### src/rtl/core/qpi_pkg.sv
package qpi_pkg;

    localparam int DATA_WIDTH    = 32;
    localparam int GAIN_WIDTH    = DATA_WIDTH - 1;
    localparam int FRAC_BITS_DEF = 16;
    localparam int ADDR_WIDTH    = 5;
    localparam int REG_IDX_WIDTH = ADDR_WIDTH - 2;

    localparam logic signed [DATA_WIDTH-1:0] SAT_MAX = {1'b0, {(DATA_WIDTH-1){1'b1}}};
    localparam logic signed [DATA_WIDTH-1:0] SAT_MIN = {1'b1, {(DATA_WIDTH-1){1'b0}}};

    // register indexes, byte address is 4 times the index
    localparam logic [REG_IDX_WIDTH-1:0] REG_PROP_GAIN   = 3'd0;
    localparam logic [REG_IDX_WIDTH-1:0] REG_INT_GAIN    = 3'd1;
    localparam logic [REG_IDX_WIDTH-1:0] REG_SAMPLE_TIME = 3'd2;
    localparam logic [REG_IDX_WIDTH-1:0] REG_ACT_RES     = 3'd3;
    localparam logic [REG_IDX_WIDTH-1:0] REG_LEAK_IND    = 3'd4;
    localparam logic [REG_IDX_WIDTH-1:0] REG_VOLT_UPPER  = 3'd5;
    localparam logic [REG_IDX_WIDTH-1:0] REG_VOLT_LOWER  = 3'd6;

    typedef struct packed {
        logic signed [DATA_WIDTH-1:0] cur_q_target;
        logic signed [DATA_WIDTH-1:0] cur_q_meas;
        logic signed [DATA_WIDTH-1:0] cur_d_meas;
        logic signed [DATA_WIDTH-1:0] elec_speed;
    } t_in;

    typedef struct packed {
        logic signed [DATA_WIDTH-1:0] volt_q_cmd;
        logic                         clamped;
    } t_out;

    typedef struct packed {
        logic        [GAIN_WIDTH-1:0] prop_gain;
        logic        [GAIN_WIDTH-1:0] int_gain;
        logic        [GAIN_WIDTH-1:0] sample_time;
        logic        [GAIN_WIDTH-1:0] active_resistance;
        logic        [GAIN_WIDTH-1:0] leakage_inductance;
        logic signed [DATA_WIDTH-1:0] volt_upper;
        logic signed [DATA_WIDTH-1:0] volt_lower;
    } t_cfg;

    // products formed by the shared multiplier, in issue order
    typedef enum logic [2:0] {
        MOP_P  = 3'd0,
        MOP_T  = 3'd1,
        MOP_WL = 3'd2,
        MOP_RA = 3'd3,
        MOP_KI = 3'd4,
        MOP_X  = 3'd5
    } t_mul_op;

    typedef struct packed {
        logic    cap;
        logic    mul_start;
        t_mul_op mul_op;
        logic    ld_sum;
        logic    ld_out;
    } t_dp_cmd;

endpackage

### src/rtl/core/q_axis_current_pi_controller_core.sv
// an accepted word is captured, then six products go in turn through one shared
// 32x32 multiplier, and the sum and the clamp are registered before o_out_valid rises;
// a new word is accepted only once the controller is back in idle
// a finished word may wait in the output register while the next is accepted
// reset (synchronous, i_rst_n low): controller idle, integrator and hold flag
// cleared, gains zero, voltage limits at the full signed range
module q_axis_current_pi_controller_core #(
    parameter int FRAC_BITS = qpi_pkg::FRAC_BITS_DEF
) (
    input  logic                           i_clk,
    input  logic                           i_rst_n,
    input  logic                           i_in_valid,
    output logic                           o_in_ready,
    input  qpi_pkg::t_in                   i_in_data,
    output logic                           o_out_valid,
    input  logic                           i_out_ready,
    output qpi_pkg::t_out                  o_out_data,
    input  logic                           psel,
    input  logic                           penable,
    input  logic                           pwrite,
    input  logic [qpi_pkg::ADDR_WIDTH-1:0] paddr,
    input  logic [31:0]                    pwdata,
    output logic [31:0]                    prdata,
    output logic                           pready
);

    localparam int GW = qpi_pkg::GAIN_WIDTH;

    qpi_pkg::t_cfg    r_cfg;
    qpi_pkg::t_dp_cmd cmd;
    logic             mul_done;
    logic             wr_en;
    logic [qpi_pkg::REG_IDX_WIDTH-1:0] reg_idx;

    assign pready  = 1'b1;
    assign wr_en   = psel & penable & pwrite;
    assign reg_idx = paddr[qpi_pkg::ADDR_WIDTH-1:2];

    always_ff @(posedge i_clk) begin
        if (!i_rst_n) begin
            r_cfg.prop_gain          <= '0;
            r_cfg.int_gain           <= '0;
            r_cfg.sample_time        <= '0;
            r_cfg.active_resistance  <= '0;
            r_cfg.leakage_inductance <= '0;
            r_cfg.volt_upper         <= qpi_pkg::SAT_MAX;
            r_cfg.volt_lower         <= qpi_pkg::SAT_MIN;
        end else if (wr_en) begin
            unique case (reg_idx)
                qpi_pkg::REG_PROP_GAIN:   r_cfg.prop_gain          <= pwdata[GW-1:0];
                qpi_pkg::REG_INT_GAIN:    r_cfg.int_gain           <= pwdata[GW-1:0];
                qpi_pkg::REG_SAMPLE_TIME: r_cfg.sample_time        <= pwdata[GW-1:0];
                qpi_pkg::REG_ACT_RES:     r_cfg.active_resistance  <= pwdata[GW-1:0];
                qpi_pkg::REG_LEAK_IND:    r_cfg.leakage_inductance <= pwdata[GW-1:0];
                qpi_pkg::REG_VOLT_UPPER:  r_cfg.volt_upper         <= pwdata;
                qpi_pkg::REG_VOLT_LOWER:  r_cfg.volt_lower         <= pwdata;
                default: ;
            endcase
        end
    end

    always_comb begin
        unique case (reg_idx)
            qpi_pkg::REG_PROP_GAIN:   prdata = {1'b0, r_cfg.prop_gain};
            qpi_pkg::REG_INT_GAIN:    prdata = {1'b0, r_cfg.int_gain};
            qpi_pkg::REG_SAMPLE_TIME: prdata = {1'b0, r_cfg.sample_time};
            qpi_pkg::REG_ACT_RES:     prdata = {1'b0, r_cfg.active_resistance};
            qpi_pkg::REG_LEAK_IND:    prdata = {1'b0, r_cfg.leakage_inductance};
            qpi_pkg::REG_VOLT_UPPER:  prdata = r_cfg.volt_upper;
            qpi_pkg::REG_VOLT_LOWER:  prdata = r_cfg.volt_lower;
            default:                  prdata = '0;
        endcase
    end

    qpi_ctrl u_ctrl (
        .i_clk      (i_clk),
        .i_rst_n    (i_rst_n),
        .i_in_valid (i_in_valid),
        .o_in_ready (o_in_ready),
        .o_out_valid(o_out_valid),
        .i_out_ready(i_out_ready),
        .i_mul_done (mul_done),
        .o_cmd      (cmd)
    );

    qpi_dp #(
        .FRAC_BITS(FRAC_BITS)
    ) u_dp (
        .i_clk     (i_clk),
        .i_rst_n   (i_rst_n),
        .i_cmd     (cmd),
        .i_in      (i_in_data),
        .i_cfg     (r_cfg),
        .o_mul_done(mul_done),
        .o_out     (o_out_data)
    );

endmodule

### src/rtl/core/qpi_mul.sv
module qpi_mul #(
    parameter int FRAC_BITS = qpi_pkg::FRAC_BITS_DEF
) (
    input  logic                                  i_clk,
    input  logic                                  i_rst_n,
    input  logic                                  i_start,
    input  logic signed [qpi_pkg::DATA_WIDTH-1:0] i_a,
    input  logic signed [qpi_pkg::DATA_WIDTH-1:0] i_b,
    output logic                                  o_done,
    output logic signed [qpi_pkg::DATA_WIDTH-1:0] o_res
);

    localparam int W = qpi_pkg::DATA_WIDTH;

    logic                r_busy;
    logic                r_ph;
    logic                r_done;
    logic                r_neg;
    logic [W-1:0]        r_ma;
    logic [W-1:0]        r_mb;
    logic [2*W-1:0]      r_prod;
    logic signed [W-1:0] r_res;

    logic [W-1:0]        n_ma;
    logic [W-1:0]        n_mb;
    logic [2*W-1:0]      shifted;
    logic [2*W-1:0]      lim;
    logic [W-1:0]        mag;
    logic [W-1:0]        fin;

    // sign and magnitude form, most negative value fits as unsigned
    assign n_ma = i_a[W-1] ? (~i_a + 1'b1) : i_a;
    assign n_mb = i_b[W-1] ? (~i_b + 1'b1) : i_b;

    // drop fraction bits, saturate magnitude, then restore the sign
    always_comb begin
        shifted = r_prod >> FRAC_BITS;
        lim     = {{W{1'b0}}, r_neg, {(W-1){~r_neg}}};
        mag     = (shifted > lim) ? lim[W-1:0] : shifted[W-1:0];
        fin     = r_neg ? (~mag + 1'b1) : mag;
    end

    always_ff @(posedge i_clk) begin
        if (!i_rst_n) begin
            r_busy <= 1'b0;
            r_ph   <= 1'b0;
            r_done <= 1'b0;
        end else begin
            r_done <= 1'b0;
            if (i_start) begin
                r_busy <= 1'b1;
                r_ph   <= 1'b0;
            end else if (r_busy) begin
                if (r_ph) begin
                    r_busy <= 1'b0;
                    r_done <= 1'b1;
                end
                r_ph <= ~r_ph;
            end
        end
    end

    always_ff @(posedge i_clk) begin
        if (i_start) begin
            r_ma  <= n_ma;
            r_mb  <= n_mb;
            r_neg <= i_a[W-1] ^ i_b[W-1];
        end
        if (r_busy && !r_ph) begin
            r_prod <= r_ma * r_mb;
        end
        if (r_busy && r_ph) begin
            r_res <= fin;
        end
    end

    assign o_done = r_done;
    assign o_res  = r_res;

endmodule

### src/rtl/core/qpi_dp.sv
module qpi_dp #(
    parameter int FRAC_BITS = qpi_pkg::FRAC_BITS_DEF
) (
    input  logic             i_clk,
    input  logic             i_rst_n,
    input  qpi_pkg::t_dp_cmd i_cmd,
    input  qpi_pkg::t_in     i_in,
    input  qpi_pkg::t_cfg    i_cfg,
    output logic             o_mul_done,
    output qpi_pkg::t_out    o_out
);

    localparam int W = qpi_pkg::DATA_WIDTH;

    qpi_pkg::t_in     r_in;
    qpi_pkg::t_mul_op r_op;
    qpi_pkg::t_out    r_out;
    logic signed [W-1:0] r_p;
    logic signed [W-1:0] r_wl;
    logic signed [W-1:0] r_ra;
    logic signed [W-1:0] r_ki;
    logic signed [W-1:0] r_x;
    logic signed [W-1:0] r_sum;
    logic signed [W-1:0] r_integ;
    logic                r_hold;

    logic signed [W:0]   err_wide;
    logic signed [W-1:0] err;
    logic signed [W-1:0] mul_a;
    logic signed [W-1:0] mul_b;
    logic signed [W-1:0] mul_res;
    logic                mul_done;
    logic signed [W:0]   int_wide;
    logic signed [W-1:0] n_integ;
    logic signed [W+1:0] sum_wide;
    logic signed [W-1:0] n_sum;
    logic signed [W-1:0] vout;
    logic                clip;

    always_comb begin
        err_wide = {r_in.cur_q_target[W-1], r_in.cur_q_target}
                 - {r_in.cur_q_meas[W-1], r_in.cur_q_meas};
        if (err_wide[W] != err_wide[W-1]) begin
            err = err_wide[W] ? qpi_pkg::SAT_MIN : qpi_pkg::SAT_MAX;
        end else begin
            err = err_wide[W-1:0];
        end
    end

    // operand select for the product being issued
    always_comb begin
        unique case (i_cmd.mul_op)
            qpi_pkg::MOP_P: begin
                mul_a = {1'b0, i_cfg.prop_gain};
                mul_b = err;
            end
            qpi_pkg::MOP_T: begin
                mul_a = {1'b0, i_cfg.sample_time};
                mul_b = err;
            end
            qpi_pkg::MOP_WL: begin
                mul_a = {1'b0, i_cfg.leakage_inductance};
                mul_b = r_in.elec_speed;
            end
            qpi_pkg::MOP_RA: begin
                mul_a = {1'b0, i_cfg.active_resistance};
                mul_b = r_in.cur_q_meas;
            end
            qpi_pkg::MOP_KI: begin
                mul_a = {1'b0, i_cfg.int_gain};
                mul_b = r_integ;
            end
            qpi_pkg::MOP_X: begin
                mul_a = r_wl;
                mul_b = r_in.cur_d_meas;
            end
            default: begin
                mul_a = '0;
                mul_b = '0;
            end
        endcase
    end

    qpi_mul #(
        .FRAC_BITS(FRAC_BITS)
    ) u_mul (
        .i_clk  (i_clk),
        .i_rst_n(i_rst_n),
        .i_start(i_cmd.mul_start),
        .i_a    (mul_a),
        .i_b    (mul_b),
        .o_done (mul_done),
        .o_res  (mul_res)
    );

    always_comb begin
        int_wide = {r_integ[W-1], r_integ} + {mul_res[W-1], mul_res};
        if (int_wide[W] != int_wide[W-1]) begin
            n_integ = int_wide[W] ? qpi_pkg::SAT_MIN : qpi_pkg::SAT_MAX;
        end else begin
            n_integ = int_wide[W-1:0];
        end
    end

    // exact four term sum, saturated once
    always_comb begin
        sum_wide = {{2{r_p[W-1]}}, r_p} + {{2{r_ki[W-1]}}, r_ki}
                 - {{2{r_ra[W-1]}}, r_ra} + {{2{r_x[W-1]}}, r_x};
        if (sum_wide[W+1:W-1] == 3'b000 || sum_wide[W+1:W-1] == 3'b111) begin
            n_sum = sum_wide[W-1:0];
        end else begin
            n_sum = sum_wide[W+1] ? qpi_pkg::SAT_MIN : qpi_pkg::SAT_MAX;
        end
    end

    // upper limit is tested first, also when the limits cross
    always_comb begin
        if (r_sum >= i_cfg.volt_upper) begin
            vout = i_cfg.volt_upper;
        end else if (r_sum <= i_cfg.volt_lower) begin
            vout = i_cfg.volt_lower;
        end else begin
            vout = r_sum;
        end
        clip = (vout != r_sum);
    end

    always_ff @(posedge i_clk) begin
        if (!i_rst_n) begin
            r_integ <= '0;
            r_hold  <= 1'b0;
        end else begin
            // integrator frozen while the last word was clamped
            if (mul_done && r_op == qpi_pkg::MOP_T && !r_hold) begin
                r_integ <= n_integ;
            end
            if (i_cmd.ld_out) begin
                r_hold <= clip;
            end
        end
    end

    always_ff @(posedge i_clk) begin
        if (i_cmd.cap) begin
            r_in <= i_in;
        end
        if (i_cmd.mul_start) begin
            r_op <= i_cmd.mul_op;
        end
        if (mul_done) begin
            unique case (r_op)
                qpi_pkg::MOP_P:  r_p  <= mul_res;
                qpi_pkg::MOP_WL: r_wl <= mul_res;
                qpi_pkg::MOP_RA: r_ra <= mul_res;
                qpi_pkg::MOP_KI: r_ki <= mul_res;
                qpi_pkg::MOP_X:  r_x  <= mul_res;
                default: ;
            endcase
        end
        if (i_cmd.ld_sum) begin
            r_sum <= n_sum;
        end
        if (i_cmd.ld_out) begin
            r_out.volt_q_cmd <= vout;
            r_out.clamped    <= clip;
        end
    end

    assign o_mul_done = mul_done;
    assign o_out      = r_out;

endmodule

### src/rtl/core/qpi_ctrl.sv
module qpi_ctrl (
    input  logic             i_clk,
    input  logic             i_rst_n,
    input  logic             i_in_valid,
    output logic             o_in_ready,
    output logic             o_out_valid,
    input  logic             i_out_ready,
    input  logic             i_mul_done,
    output qpi_pkg::t_dp_cmd o_cmd
);

    typedef enum logic [9:0] {
        S_IDLE  = 10'b00_0000_0001,
        S_ISSUE = 10'b00_0000_0010,
        S_MP    = 10'b00_0000_0100,
        S_MT    = 10'b00_0000_1000,
        S_MWL   = 10'b00_0001_0000,
        S_MRA   = 10'b00_0010_0000,
        S_MKI   = 10'b00_0100_0000,
        S_MX    = 10'b00_1000_0000,
        S_SUM   = 10'b01_0000_0000,
        S_CLAMP = 10'b10_0000_0000
    } t_state;

    t_state r_state;
    t_state n_state;
    logic   r_out_valid;
    logic   n_out_valid;

    always_comb begin
        n_state         = r_state;
        o_cmd           = '0;
        o_cmd.mul_op    = qpi_pkg::MOP_P;
        unique case (r_state)
            S_IDLE: begin
                if (i_in_valid) begin
                    o_cmd.cap = 1'b1;
                    n_state   = S_ISSUE;
                end
            end
            S_ISSUE: begin
                o_cmd.mul_start = 1'b1;
                o_cmd.mul_op    = qpi_pkg::MOP_P;
                n_state         = S_MP;
            end
            // each finished product but the last issues the next one in the same cycle
            S_MP: begin
                if (i_mul_done) begin
                    o_cmd.mul_start = 1'b1;
                    o_cmd.mul_op    = qpi_pkg::MOP_T;
                    n_state         = S_MT;
                end
            end
            S_MT: begin
                if (i_mul_done) begin
                    o_cmd.mul_start = 1'b1;
                    o_cmd.mul_op    = qpi_pkg::MOP_WL;
                    n_state         = S_MWL;
                end
            end
            S_MWL: begin
                if (i_mul_done) begin
                    o_cmd.mul_start = 1'b1;
                    o_cmd.mul_op    = qpi_pkg::MOP_RA;
                    n_state         = S_MRA;
                end
            end
            S_MRA: begin
                if (i_mul_done) begin
                    o_cmd.mul_start = 1'b1;
                    o_cmd.mul_op    = qpi_pkg::MOP_KI;
                    n_state         = S_MKI;
                end
            end
            S_MKI: begin
                if (i_mul_done) begin
                    o_cmd.mul_start = 1'b1;
                    o_cmd.mul_op    = qpi_pkg::MOP_X;
                    n_state         = S_MX;
                end
            end
            S_MX: begin
                if (i_mul_done) begin
                    n_state = S_SUM;
                end
            end
            S_SUM: begin
                o_cmd.ld_sum = 1'b1;
                n_state      = S_CLAMP;
            end
            S_CLAMP: begin
                // wait for the output register to free up
                if (!r_out_valid || i_out_ready) begin
                    o_cmd.ld_out = 1'b1;
                    n_state      = S_IDLE;
                end
            end
            default: begin
                n_state = S_IDLE;
            end
        endcase
    end

    always_comb begin
        if (o_cmd.ld_out) begin
            n_out_valid = 1'b1;
        end else begin
            n_out_valid = r_out_valid & ~i_out_ready;
        end
    end

    always_ff @(posedge i_clk) begin
        if (!i_rst_n) begin
            r_state     <= S_IDLE;
            r_out_valid <= 1'b0;
        end else begin
            r_state     <= n_state;
            r_out_valid <= n_out_valid;
        end
    end

    assign o_in_ready  = (r_state == S_IDLE);
    assign o_out_valid = r_out_valid;

endmodule

### config.mk
export PLATFORM = sky130hd
export DESIGN_NAME = q_axis_current_pi_controller_core
export DESIGN_NICKNAME = d
export VERILOG_FILES = /design/src/rtl/core/qpi_pkg.sv /design/src/rtl/core/q_axis_current_pi_controller_core.sv /design/src/rtl/core/qpi_mul.sv /design/src/rtl/core/qpi_dp.sv /design/src/rtl/core/qpi_ctrl.sv
export SDC_FILE = /design/constraint.sdc
export NUM_CORES = 2
export LEC_CHECK = 0
export ABC_AREA = 1
export ABC_CLOCK_PERIOD_IN_PS = 7650
export BUFFER_PORTS_ARGS = -buffer_cell sky130_fd_sc_hd__buf_2
export CORE_MARGIN = 2
export CORE_UTILIZATION = 55
export CTS_CLUSTER_DIAMETER = 50
export DETAILED_ROUTE_END_ITERATION = 16
export HOLD_SLACK_MARGIN = 0.03
export PLACE_DENSITY = 0.79
export SYNTH_ARGS = -nofsm -noshare
export SYNTH_HDL_FRONTEND = slang
export SYNTH_SLANG_ARGS = --single-unit
### constraint.sdc
create_clock -name i_clk -period 7.65 [get_ports i_clk]
set_input_delay 1.53 -clock i_clk [delete_from_list [all_inputs] [get_ports i_clk]]
set_output_delay 1.53 -clock i_clk [all_outputs]
set_load 0.005 [all_outputs]
Word level (Yosys, flattened, before mapping). Index checks and enable logic that the tools add are counted.

Multiply operators: 1. Add/subtract/negate cells: 8. Mux-type cells: 40. Eq/ne operators: 38. Reductions and logical operators: 29. Magnitude comparators: 3. Bitwise logic cells: 12.

Operator list (count): 32-bit 2-to-1 mux (10); 32-bit one-hot mux with 7 select lines (1); 32-bit one-hot mux with 6 select lines (1); 32-bit one-hot mux with 5 select lines (1); 10-bit one-hot mux with 10 select lines (1); 32-bit by 1-bit adder with 32-bit output (second input constant) (3); 32-bit NOT (3); 10-bit 2-to-1 mux (8); 32-bit by 32-bit adder with 33-bit output (2); 32-bit by 32-bit multiplier with 64-bit output (1); 31-bit 2-to-1 mux (2); 48-bit by 32-bit > comparator with 1-bit output (1); 34-bit adder (1); 34-bit subtractor (1); 32-bit by 32-bit subtractor with 33-bit output (1); 32-bit >= comparator (1); 32-bit <= comparator (1); 32-bit inequality test (1); 3-bit equality test (second input constant) (8); 4-bit one-hot mux with 6 select lines (1); 2-bit AND reduction (12); 4-bit 2-to-1 mux (5); 3-bit by 2-bit equality test with 1-bit output (second input constant) (6); 2-bit by 1-bit inequality test with 1-bit output (second input constant) (7); 24 further kinds (52).

Flip-flop bits (word level): 783. Output and inout port bits: 68. Input port bits: 172. Logic and storage cells: 165.

Logic depth before layout (Yosys ltp).
Word-level depth: 8. Depth in mapped cells: 35. Mapped depth without buffers: 34.

Modules after synthesis. From an unflattened synthesis, not the netlist that was laid out.

Cells, all modules: 9781. Area total of the unflattened synthesis: 78449.0 µm².

By module, submodules not included: qpi_mul (times used 1, seq. area each 4414.2 µm², cells each 5285, area an instance 42294.3 µm²); qpi_dp (times used 1, seq. area each 11350.9 µm², cells each 2636, area an instance 24514.8 µm²); q_axis_current_pi_controller_core (times used 1, seq. area each 4384.2 µm², cells each 1698, area an instance 10692.8 µm²); qpi_ctrl (times used 1, seq. area each 220.2 µm², cells each 162, area an instance 947.2 µm²).

Worst setup path before layout. OpenSTA, ideal clock, no wires.

Path type: input to register. Start: in i_in_valid. End: reg u_dp.r_in[0] (netlist bit), enable pin. Path slack: 147 ps. Stages: 2. Arrival time: 6886 ps. Cell sequence: inv_1 nor2_1.

RTL lines: start: declaration (RTL line q_axis_current_pi_controller_core.sv:12) `input logic i_in_valid,`; end signal: assignment (RTL line qpi_dp.sv:145) `r_in <= i_in;`; end: declaration (RTL line qpi_dp.sv:15) `qpi_pkg::t_in r_in;`.

Final worst setup path.
Start: reg u_dp.u_mul.r_ma[13]. End: reg u_dp.u_mul.r_prod[62] (data pin).

Cells in the longest elaborated chain, start to end: 1.

Ends and longest elaborated chain: start: declaration (RTL line qpi_mul.sv:19) `logic [W-1:0] r_ma;`; start signal: assignment (RTL line qpi_mul.sv:65) `r_ma <= n_ma;`; 32-bit by 32-bit multiplier with 64-bit output (RTL line qpi_mul.sv:70) `r_prod <= r_ma * r_mb;`; end signal: assignment (RTL line qpi_mul.sv:70); end: declaration (RTL line qpi_mul.sv:21) `logic [2*W-1:0] r_prod;`.

No other way between the ends. A chain may end at the register's enable or synchronous reset.

==> results.json <==
{
  "cts_tree": "yes",
  "core_um2": 140000,
  "synth_edf_count": 501,
  "met1_length_um": 89200,
  "netlist_area_um2": 77300,
  "cp-start-kind": "flop",
  "vias_per_cell": 5.61,
  "grt_setup_unrepaired": "true",
  "chipHeight_um": 379,
  "met3_wirelength_um": 22000,
  "slew_violations": 0,
  "worst_hold_path_type": "reg -> reg",
  "syn_nets": 11144,
  "vias": 65755,
  "r2r_start": "u_dp.u_mul.r_ma[13]",
  "finClkSkew_ps": 33.8,
  "drt_first_pass_iters": 8,
  "critical_path_class": "reg -> reg",
  "cts_made_buffers": 87,
  "status": "finished clean",
  "min_to": "r_cfg[117]",
  "whs_path_depth": 2,
  "grt_overflow": 0,
  "max_freq_mhz": 133,
  "muxShareOfSynthArea_pct": 0.0146,
  "final_common_cell": "nand2_1",
  "htreeDepth": 3,
  "hold_start": "r_cfg[117]",
  "ys_seq_area_share_pct": 26.4,
  "hold-worst-slack_ps": 465,
  "synth-xor-area-share_pct": 2.30,
  "wl_per_cell_um": 19.4,
  "worst_path_largest_cell_delay_ps": 590,
  "root_buffer": "clkbuf_16",
  "rrSetupSlack_ps": 140,
  "gp_congestion": 0.992,
  "place_area_um2": 81700,
  "dieWidth_um": 379,
  "layout_common_cells": "nand2_1 (2,259), inv_1 (2,149), fa_1 (928)",
  "clock-sinks": 767,
  "fin_crit_sh_pct": 98.2,
  "track_usage_pct": 31.8,
  "syn_area_per_cell_um2": 8.09,
  "num_rows": 137,
  "worstSkewPairLatency_ps": 690,
  "setup_violations": 0,
  "grt_pass1_wl_um": 356000,
  "dp.final_hpwl_um": 179000,
  "slowest_stage": "fa_1",
  "ant_nets": 0,
  "maxCapViolCount": 0,
  "cp.required_ps": 8060,
  "async_flop_share_pct": 0,
  "fillers": 11710,
  "synth-compound-area-share_pct": 9.63,
  "initial_utilization_pct": 55.4,
  "ys_warn_count": 0,
  "clk_pin_slew_ps": 60,
  "drc": 0,
  "yosys.area_share.simple_pct": 17.1,
  "area_growth_pct": 10.1,
  "cts-hold-fix-buffers": 0,
  "routed_wl_um": 227000,
  "met2_length_um": 104000,
  "maxSlewHeadroom_pct": 16.7,
  "timing.setup.tns_ps": 0,
  "pin_count": 240,
  "min_period_ps": 7510,
  "antenna_found_initial": 3,
  "r2r_cells": 28,
  "synthAdderAreaFrac_pct": 32.0,
  "synth-seq-cells": 767,
  "synth_top_family_by_area": "adder cells",
  "tightest_slew_ps": 1240,
  "final_area_um2": 85100,
  "synth_cells": 9552,
  "worstPathArrival_ps": 7920,
  "worstPathMaxFanout": 16,
  "final_util_pct": 61.0,
  "drtIter0Drc": 7130,
  "portBuffers": 236,
  "cpMostUsedCell": "fa_1",
  "crit_start": "u_dp.u_mul.r_ma[13]",
  "clockBufferDepth": 3,
  "nets": 11362,
  "yosysUniqueCellTypes": 58,
  "die_area_um2": 144000,
  "drive_above_1_share_pct": 7.95,
  "synth_top_flop_cell": "edfxtp_1",
  "maxUsedRoutingLayer": "met4",
  "r2r_end": "u_dp.u_mul.r_prod[62]",
  "grt_max_degree": 99,
  "crit_path_end_kind": "flop",
  "hold_violations": 0,
  "grt_pass1_vias": 65599
}
[through the flow]
stage,std cells,worst slack (ps)
after floorplan,9552,147
after global placement,11536,-16.0
after detailed placement,11536,-41.1
after CTS,11700,43.0
after global routing,11722,-48.9
final,11722,141
[layer usage]
layer,global-route usage [%],vias to the layer above
met2,51.2,3457
met3,5.00,620
met4,14.2,0
li1,-,29983
met5,0,-
met1,42.5,31695
[what timing repair did]
item                       CTS  global route
buffers inserted             0            21
resized for setup            4            60
pin swaps                    0            20
setup endpoints to repair    3            37
[worst max-delay path, delay by kind of cell, from the launching register on]
kind                     cells  cell delay (ps)
flip-flops                   1              460
AO/OA/AOI/OAI                7             1040
adder cells (fa/ha/maj)      9             4380
AND/OR/NAND/NOR              3              310
buffers and inverters        8              900
XOR/XNOR                     1              170
[worst max-delay path by stage]
stage                                  to  slack, ps  depth (start not counted)
floorplan                    u_dp.r_in[0]        150                          2
global placement    u_dp.u_mul.r_prod[52]        -20                         32
detailed placement  u_dp.u_mul.r_prod[62]        -40                         31
CTS                 u_dp.u_mul.r_prod[62]         40                         28
global route        u_dp.u_mul.r_prod[52]        -50                         32
finish              u_dp.u_mul.r_prod[62]        140                         28
[Yosys cell counts, types with 10 or more instances]
library cell     n  area [µm²]
a21boi_0        20         150
a21o_1          16         120
a21oi_1        532        2660
a221oi_1        42         368
a22oi_1         11        82.6
a31oi_1         41         257
buf_1           14        52.6
buf_2           37         185
clkbuf_1       316        1190
dfxtp_1        266        5330
edfxtp_1       501       15000
fa_1           931       18600
ha_1           489        6120
inv_1         2150        8070
inv_2           19        71.3
nand2_1       2265        8500
nand3_1        275        1380
nand3b_1        15         113
nand4_1         75         469
nor2_1         484        1820
nor3_1          66         330
nor3_2          22         220
nor4_1          16         100
o2111ai_1       10        87.6
o211ai_1        14         105
o21a_1          21         158
o21ai_0        495        2480
o21ai_1         40         200
o21bai_1        14         105
o22ai_1         66         413
xnor2_1         99         867
xor2_1         104         911
[layout make-up]
type | count | area [µm²] | share of cell area, %
multi-input cells | 6235 | 47500 | 55.9
flip-flops and latches | 767 | 20400 | 23.9
well taps | 1876 | 2350 | 2.76
repair buffers | 505 | 3740 | 4.39
clock buffers | 112 | 2370 | 2.79
clock inverters | 52 | 544 | 0.640
inverters | 2174 | 8160 | 9.59
diodes | 1 | 2.50 | 0.00294
[cells by family after synthesis]
logic type	after synthesis
simple gates	3258
compound gates	1352
mux	1
buf+inv	2550
xor+xnor	203
other cells	1
fa+ha+maj	1420
flops	767
[sequential cells by signal, summed over array words and instances, names as in the netlist, 33 cells and up]
signal	count
r_cfg	219
u_dp.r_in	128
u_dp.u_mul.r_prod	48
u_dp.o_out	33
Power is not shown: default switching activity piles up to over one toggle a cycle in this logic, so the estimate is an artifact.
